[src/hdl/twmm_pkg.sv]
// Package for the tumbling window median/max core.
// Holds widths, reset constants, controller state codes and the command/status structs.
// No dependencies.
package twmm_pkg;

  localparam int WIN_MAX = 8;
  localparam int IDX_W   = (WIN_MAX > 1) ? $clog2(WIN_MAX) : 1;
  localparam int FILL_W  = $clog2(WIN_MAX + 1);
  localparam int CNT_W   = 31;
  localparam int CFG_W   = 4;

  localparam logic [CFG_W-1:0] SIZE_RESET = CFG_W'(5);

  typedef logic [CNT_W-1:0] cnt_t;

  typedef enum logic [1:0] {
    ST_TAKE = 2'b01,
    ST_EMIT = 2'b10
  } state_t;

  typedef struct packed {
    logic insert;
    logic emit;
  } dp_cmd_t;

  typedef struct packed {
    logic win_full;
  } dp_sts_t;

endpackage

[src/hdl/tumbling_window_median_max_core.sv]
// Top level of the tumbling window median/max core.
// Instantiates twmm_ctrl and twmm_dpath; depends on twmm_pkg.
//
// Usage:
//   Input channel (in_valid/in_stall, in_count, in_new_segment) takes one count per
//   transaction. Counts fill a window of cfg-selected size (0 acts as 1, above 8 as 8).
//   in_new_segment drops any partial window and starts a fresh one with this count.
//   When a window fills, one result (out_median, out_maximum) is offered on the
//   output channel (out_valid/out_stall), held in an output register.
//   Throughput: one count per cycle while in_stall is low. After the count that closes
//   a window, in_stall stays high while the result is moved from the sorted insertion
//   chain into the output register, and until that register is free to take it.
//   out_valid rises once the result has been loaded into the output register.
//   While a result waits under out_stall, counts keep being accepted until the next
//   window closes; then in_stall rises until the waiting result is taken.
//   cfg_we writes the window size and drops the partial window; write only when idle.
//   Reset (rst_n low, synchronous) sets window size 5, empties the window and
//   clears out_valid.
module tumbling_window_median_max_core (
  input  logic                       clk,
  input  logic                       rst_n,
  input  logic                       cfg_we,
  input  logic [twmm_pkg::CFG_W-1:0] cfg_wdata,
  input  logic                       in_valid,
  output logic                       in_stall,
  input  twmm_pkg::cnt_t             in_count,
  input  logic                       in_new_segment,
  output logic                       out_valid,
  input  logic                       out_stall,
  output twmm_pkg::cnt_t             out_median,
  output twmm_pkg::cnt_t             out_maximum
);
  import twmm_pkg::*;

  dp_cmd_t cmd;
  dp_sts_t sts;

  twmm_ctrl u_ctrl (
    .clk       (clk),
    .rst_n     (rst_n),
    .in_valid  (in_valid),
    .in_stall  (in_stall),
    .out_valid (out_valid),
    .out_stall (out_stall),
    .sts       (sts),
    .cmd       (cmd)
  );

  twmm_dpath u_dpath (
    .clk            (clk),
    .rst_n          (rst_n),
    .cfg_we         (cfg_we),
    .cfg_wdata      (cfg_wdata),
    .in_count       (in_count),
    .in_new_segment (in_new_segment),
    .cmd            (cmd),
    .sts            (sts),
    .out_median     (out_median),
    .out_maximum    (out_maximum)
  );

endmodule

[src/hdl/twmm_ctrl.sv]
// Controller for the tumbling window median/max core.
// Sequences input transactions and result loads; owns the output valid flag.
// Depends on twmm_pkg.
module twmm_ctrl (
  input  logic              clk,
  input  logic              rst_n,
  input  logic              in_valid,
  output logic              in_stall,
  output logic              out_valid,
  input  logic              out_stall,
  input  twmm_pkg::dp_sts_t sts,
  output twmm_pkg::dp_cmd_t cmd
);
  import twmm_pkg::*;

  state_t state_r, state_nxt;
  logic   out_valid_r, out_valid_nxt;
  logic   accept;
  logic   out_free;

  assign in_stall  = (state_r != ST_TAKE);
  assign accept    = in_valid && !in_stall;
  assign out_free  = !out_valid_r || !out_stall;
  assign out_valid = out_valid_r;

  always_comb begin
    state_nxt     = state_r;
    out_valid_nxt = out_valid_r && out_stall;
    cmd.insert    = 1'b0;
    cmd.emit      = 1'b0;
    unique case (state_r)
      ST_TAKE: begin
        cmd.insert = accept;
        if (accept && sts.win_full) begin
          state_nxt = ST_EMIT;
        end
      end
      ST_EMIT: begin
        if (out_free) begin
          cmd.emit      = 1'b1;
          out_valid_nxt = 1'b1;
          state_nxt     = ST_TAKE;
        end
      end
      default: begin
        state_nxt = ST_TAKE;
      end
    endcase
  end

  always_ff @(posedge clk) begin
    if (!rst_n) begin
      state_r     <= ST_TAKE;
      out_valid_r <= 1'b0;
    end else begin
      state_r     <= state_nxt;
      out_valid_r <= out_valid_nxt;
    end
  end

endmodule

[src/hdl/twmm_dpath.sv]
// Datapath for the tumbling window median/max core.
// Window size register, fill count, sorted insertion chain, running max, result registers.
// Depends on twmm_pkg.
module twmm_dpath (
  input  logic                       clk,
  input  logic                       rst_n,
  input  logic                       cfg_we,
  input  logic [twmm_pkg::CFG_W-1:0] cfg_wdata,
  input  twmm_pkg::cnt_t             in_count,
  input  logic                       in_new_segment,
  input  twmm_pkg::dp_cmd_t          cmd,
  output twmm_pkg::dp_sts_t          sts,
  output twmm_pkg::cnt_t             out_median,
  output twmm_pkg::cnt_t             out_maximum
);
  import twmm_pkg::*;

  logic [CFG_W-1:0]  size_r;
  logic [FILL_W-1:0] fill_r, fill_nxt;
  cnt_t              sorted_r [WIN_MAX];
  cnt_t              sorted_nxt [WIN_MAX];
  cnt_t              max_r, max_nxt;
  cnt_t              med_r, peak_r;
  logic [FILL_W-1:0] eff_size;
  logic [FILL_W-1:0] fill_base;
  logic [IDX_W-1:0]  med_idx;
  logic [WIN_MAX-1:0] keep;

  always_comb begin
    if (size_r == '0) begin
      eff_size = FILL_W'(1);
    end else if (32'(size_r) > WIN_MAX) begin
      eff_size = FILL_W'(WIN_MAX);
    end else begin
      eff_size = FILL_W'(size_r);
    end
  end

  assign med_idx   = IDX_W'(eff_size >> 1);
  assign fill_base = (in_new_segment || fill_r >= eff_size) ? '0 : fill_r;
  assign sts.win_full = ((fill_base + FILL_W'(1)) >= eff_size);

  always_comb begin
    for (int i = 0; i < WIN_MAX; i++) begin
      keep[i] = (FILL_W'(i) < fill_base) && (sorted_r[i] <= in_count);
    end
    sorted_nxt[0] = keep[0] ? sorted_r[0] : in_count;
    for (int i = 1; i < WIN_MAX; i++) begin
      if (keep[i]) begin
        sorted_nxt[i] = sorted_r[i];
      end else if (keep[i-1]) begin
        sorted_nxt[i] = in_count;
      end else begin
        sorted_nxt[i] = sorted_r[i-1];
      end
    end
  end

  assign max_nxt = (fill_base == '0 || in_count > max_r) ? in_count : max_r;

  always_comb begin
    fill_nxt = fill_r;
    if (cfg_we || cmd.emit) begin
      fill_nxt = '0;
    end else if (cmd.insert) begin
      fill_nxt = fill_base + FILL_W'(1);
    end
  end

  always_ff @(posedge clk) begin
    if (!rst_n) begin
      size_r <= SIZE_RESET;
      fill_r <= '0;
    end else begin
      if (cfg_we) begin
        size_r <= cfg_wdata;
      end
      fill_r <= fill_nxt;
    end
  end

  always_ff @(posedge clk) begin
    if (cmd.insert) begin
      sorted_r <= sorted_nxt;
      max_r    <= max_nxt;
    end
    if (cmd.emit) begin
      med_r  <= sorted_r[med_idx];
      peak_r <= max_r;
    end
  end

  assign out_median  = med_r;
  assign out_maximum = peak_r;

endmodule

[config.mk]
export PLATFORM = sky130hd
export DESIGN_NAME = tumbling_window_median_max_core
export DESIGN_NICKNAME = d
export VERILOG_FILES = /design/src/hdl/twmm_pkg.sv /design/src/hdl/tumbling_window_median_max_core.sv /design/src/hdl/twmm_ctrl.sv /design/src/hdl/twmm_dpath.sv
export SDC_FILE = /design/constraint.sdc
export NUM_CORES = 1
export LEC_CHECK = 0
export ABC_AREA = 0
export BUFFER_PORTS_ARGS = -buffer_cell sky130_fd_sc_hd__buf_2
export CORE_ASPECT_RATIO = 0.6
export CORE_MARGIN = 10
export CORE_UTILIZATION = 45
export CTS_BUF_LIST = sky130_fd_sc_hd__clkbuf_8
export CTS_CLUSTER_DIAMETER = 120
export DETAILED_ROUTE_END_ITERATION = 7
export PLACE_DENSITY = 0.6
export SKIP_CTS_REPAIR_TIMING = 1
export SLEW_MARGIN = 5
export SYNTH_ARGS = -nofsm -noshare
export SYNTH_HDL_FRONTEND = slang
export SYNTH_HIERARCHICAL = 1
export SYNTH_SLANG_ARGS = --single-unit
[constraint.sdc]
create_clock -name clk -period 7.65 [get_ports clk]
set_input_delay 1.1475 -clock clk [delete_from_list [all_inputs] [get_ports clk]]
set_output_delay 1.1475 -clock clk [all_outputs]
set_load 0.05 [all_outputs]
==> summary.md <==
| Metric | Value |
|---|---|
| GR Util met1 | 0.339 |
| Primary FF master, synth | edfxtp_1 |
| Largest area contributor in the netlist | edfxtp_1 |
| Initial Utilization | 0.462 |
| Fmax | 175 MHz |
| Worst path slowest cell | o32a_1 |
| Reg2Reg Setup Slack | 1.93 ns |
| GP Congestion | 0.904 |
| DP HPWL | 32,400 um |
| Worst-Skew Late Latency | 0.58 ns |
| Count leader, synth | edfxtp_1 |
| Top post-synthesis cells by area | edfxtp_1 49%, ha_1 16%, mux2_2 8.9% |
| Asr flop ratio synth | 0 |
| DR iter-0 viols | 997 |
| Setup_tns | 0 ns |
| Io pins | 105 |
| Clk sinks | 259 |
| Deepest clock path buffer count | 3 |
| Design Power | 3540 uW |
| Synth warn | 6 |
| Sequential element share of the synthesized area | 0.506 |
| Worst-path clk slew | 0.06 ns |
| Share of cells above drive strength 1 | 0.226 |
| Crit path buf inv count | 4 |
| Crit Path Class | flop to flop |
| Critical R2R Capture | u_dpath/sorted_r[142] |
| EDFF count, synth | 248 |
| WL/cell | 24.5 um |
| Hold path depth | 0 |
| Synth top area share | 0.491 |
| DP Worst Slack | 2.06 ns |
| Max-slew violations | 0 |
| Fin Clk Skew | 0.0193 ns |
| Synth Area per Inst | 12.2 um^2 |
| Hold Crit Class | flop to flop |
| Synth Net Count | 1,479 |
| GRT met2 Usage | 0.289 |
| Core area | 32,800 um^2 |
| Final setup viols | 0 |
| Nets | 1,608 |
| RSZ-0062 raised after global routing | no |
| Global router's overall resource usage | 0.215 |
| Die X | 257 um |
| Max stage delay on crit path | 0.78 ns |
| Initial antenna violation count | 1 |
| FF-to-FF Start | u_dpath/size_r[1] |
| FP Rows | 51 |
| Hold worst-path end | u_dpath/out_maximum[3] |
| GRT met3 Usage | 0.0491 |
| Min Tclk post-route | 5.72 ns |
| WP data arrival | 6.04 ns |
| Worst hold start | u_dpath/max_r[3] |
| CP Launch Type | flop |
| Fin. Hold Viols | 0 |
| Area of the mapped netlist | 15,200 um^2 |
| Die height | 162 um |
| IO buf count | 104 |
| Via density | 5.85 |
| Peak supply drop | 0.110 mV |
| Status | completed |
| Largest net degree at the start of global routing | 64 |
| Worst path top cell family by delay | buffers and inverters |
| Register bit count reported by yosys | 259 |
| Number of max-cap violations | 0 |
| WP data required | 7.97 ns |
| Critical path, cell by cell | buf_4 > inv_1 > nor2_1 > clkinv_1 > ha_1 > nor4_1 > a22o_1 > and2_1 > ha_1 > o32a_1 > buf_4 > mux2_2 |
| Yosys cell types | 57 |
| Post-synthesis instance total | 1,242 |
| TritonCTS buffer count | 43 |
| H-tree depth reported by CTS | 2 |
| Crit share post-route | 0.748 |
| Root Buffer | clkbuf_8 |
| Post-synth top cells | 248 x edfxtp_1, 196 x ha_1, 136 x nand2_1 |
| CTS tree | yes |
| CP Capture Type | flop |
| Max_slew headroom | 0.359 |
| Synth-to-layout area growth | 12.8% |
| DRC | 0 |
| Final setup margin | 1.93 ns |
| FF-to-FF path depth | 12 |
| Routed Antenna Nets | 0 |
| CP max FO | 38 |
| First-pass GRT wire length | 68,300 um |
| Worst Tran Pin Value | 0.958 ns |
| Total number of vias | 10,900 |
| 1st-pass router iterations | 5 |
| Power Dens Cells | 207 nW/um^2 |
| WL final | 45,500 um |
| Die ar. | 41,700 um^2 |
| GR Overflow Total | 0 |
| GRT Max-Usage Layer | met1 |
| Vias in the first global route | 10,700 |
| Leak | 0.00703 uW |
-- power breakdown --
part | internal, uW | switching (uW)
Combinational | 223 | 355
Clock | 610 | 589
Sequential | 1680 | 83.1
-- kinds of logic (layout without fill, tap and decap cells) --
group / Yosys count / count (layout) / synth area share
AO/OA/AOI/OAI: 206 / 206 / 0.0865
XOR/XNOR: 2 / 2 / 0.00116
adder cells (fa/ha/maj): 196 / 196 / 0.162
buffers and inverters: 123 / 286 / 0.0315
flip-flops: 259 / 259 / 0.506
multiplexers: 163 / 163 / 0.122
other: 0 / 1 / 0
AND/OR/NAND/NOR: 293 / 293 / 0.0908
-- metal layers --
metal / share of wire / up-vias
met4: 0.013 / 2
met1: 0.52 / 5391
met5: 0.0025 / -
met3: 0.082 / 50
li1: - / 5015
met2: 0.38 / 407
-- per-stage QoR --
| stage | instance area, um^2 | hold slack (ns) | util | std cells |
|---|---|---|---|---|
| after detailed placement | 16300 | 0.434 | 0.496 | 1776 |
| after CTS | 17100 | 0.450 | 0.521 | 1855 |
| after floorplan | 15200 | 0.426 | - | 1242 |
| after global routing | 17100 | 0.448 | 0.521 | 1855 |
| after global placement | 16300 | 0.433 | 0.496 | 1776 |
| final | 17100 | 0.448 | 0.521 | 1856 |
-- layout make-up --
| type | instances | area, um^2 |
|---|---|---|
| clock inverter | 31 | 156 |
| sequential | 259 | 7670 |
| clock buffer | 48 | 661 |
| timing repair buffer | 122 | 656 |
| tap | 450 | 563 |
| fill | 2946 | 15700 |
| antenna | 1 | 2.50 |
| multi-input combinational | 860 | 7070 |
| inverter | 85 | 319 |
-- worst max-delay path by stage --
stage	end	slack, ns	cells past startpoint	start
2_1_floorplan	u_dpath/max_r[0]	2.45	14	u_dpath/size_r[1]
3_3_place_gp	u_dpath/sorted_r[122]	2.15	15	u_dpath/size_r[1]
3_5_place_dp	u_dpath/sorted_r[119]	2.06	15	u_dpath/size_r[1]
4_1_cts	u_dpath/sorted_r[177]	2.03	12	u_dpath/size_r[1]
5_1_grt	u_dpath/sorted_r[142]	1.61	12	u_dpath/size_r[1]
6_report	u_dpath/sorted_r[142]	1.93	12	u_dpath/size_r[1]
-- cells in the final DEF, fill, tap and decap left out, drive strengths merged, types with 8 or more instances in the layout --
cell	n
edfxtp	248
ha	196
nand2	136
buf	122
mux2	120
inv	97
o21ai	60
a21oi	57
clkbuf	48
mux2i	37
nor2	33
nand4	33
nand3	31
a21o	16
a211oi	16
clkinv	16
nor3	12
dfxtp	11
nor2b	11
nor4	8
-- flip-flops by register name, summed over array words and instances (netlist names) --
name and count:
u_dpath/fill_r 4, u_ctrl/state_r 2, u_dpath/size_r 4, u_ctrl/out_valid 1, u_dpath/out_median 31, u_dpath/out_maximum 31
u_dpath/sorted_r 155, u_dpath/max_r 31
Note: power is estimated with default switching activity, not from simulation.
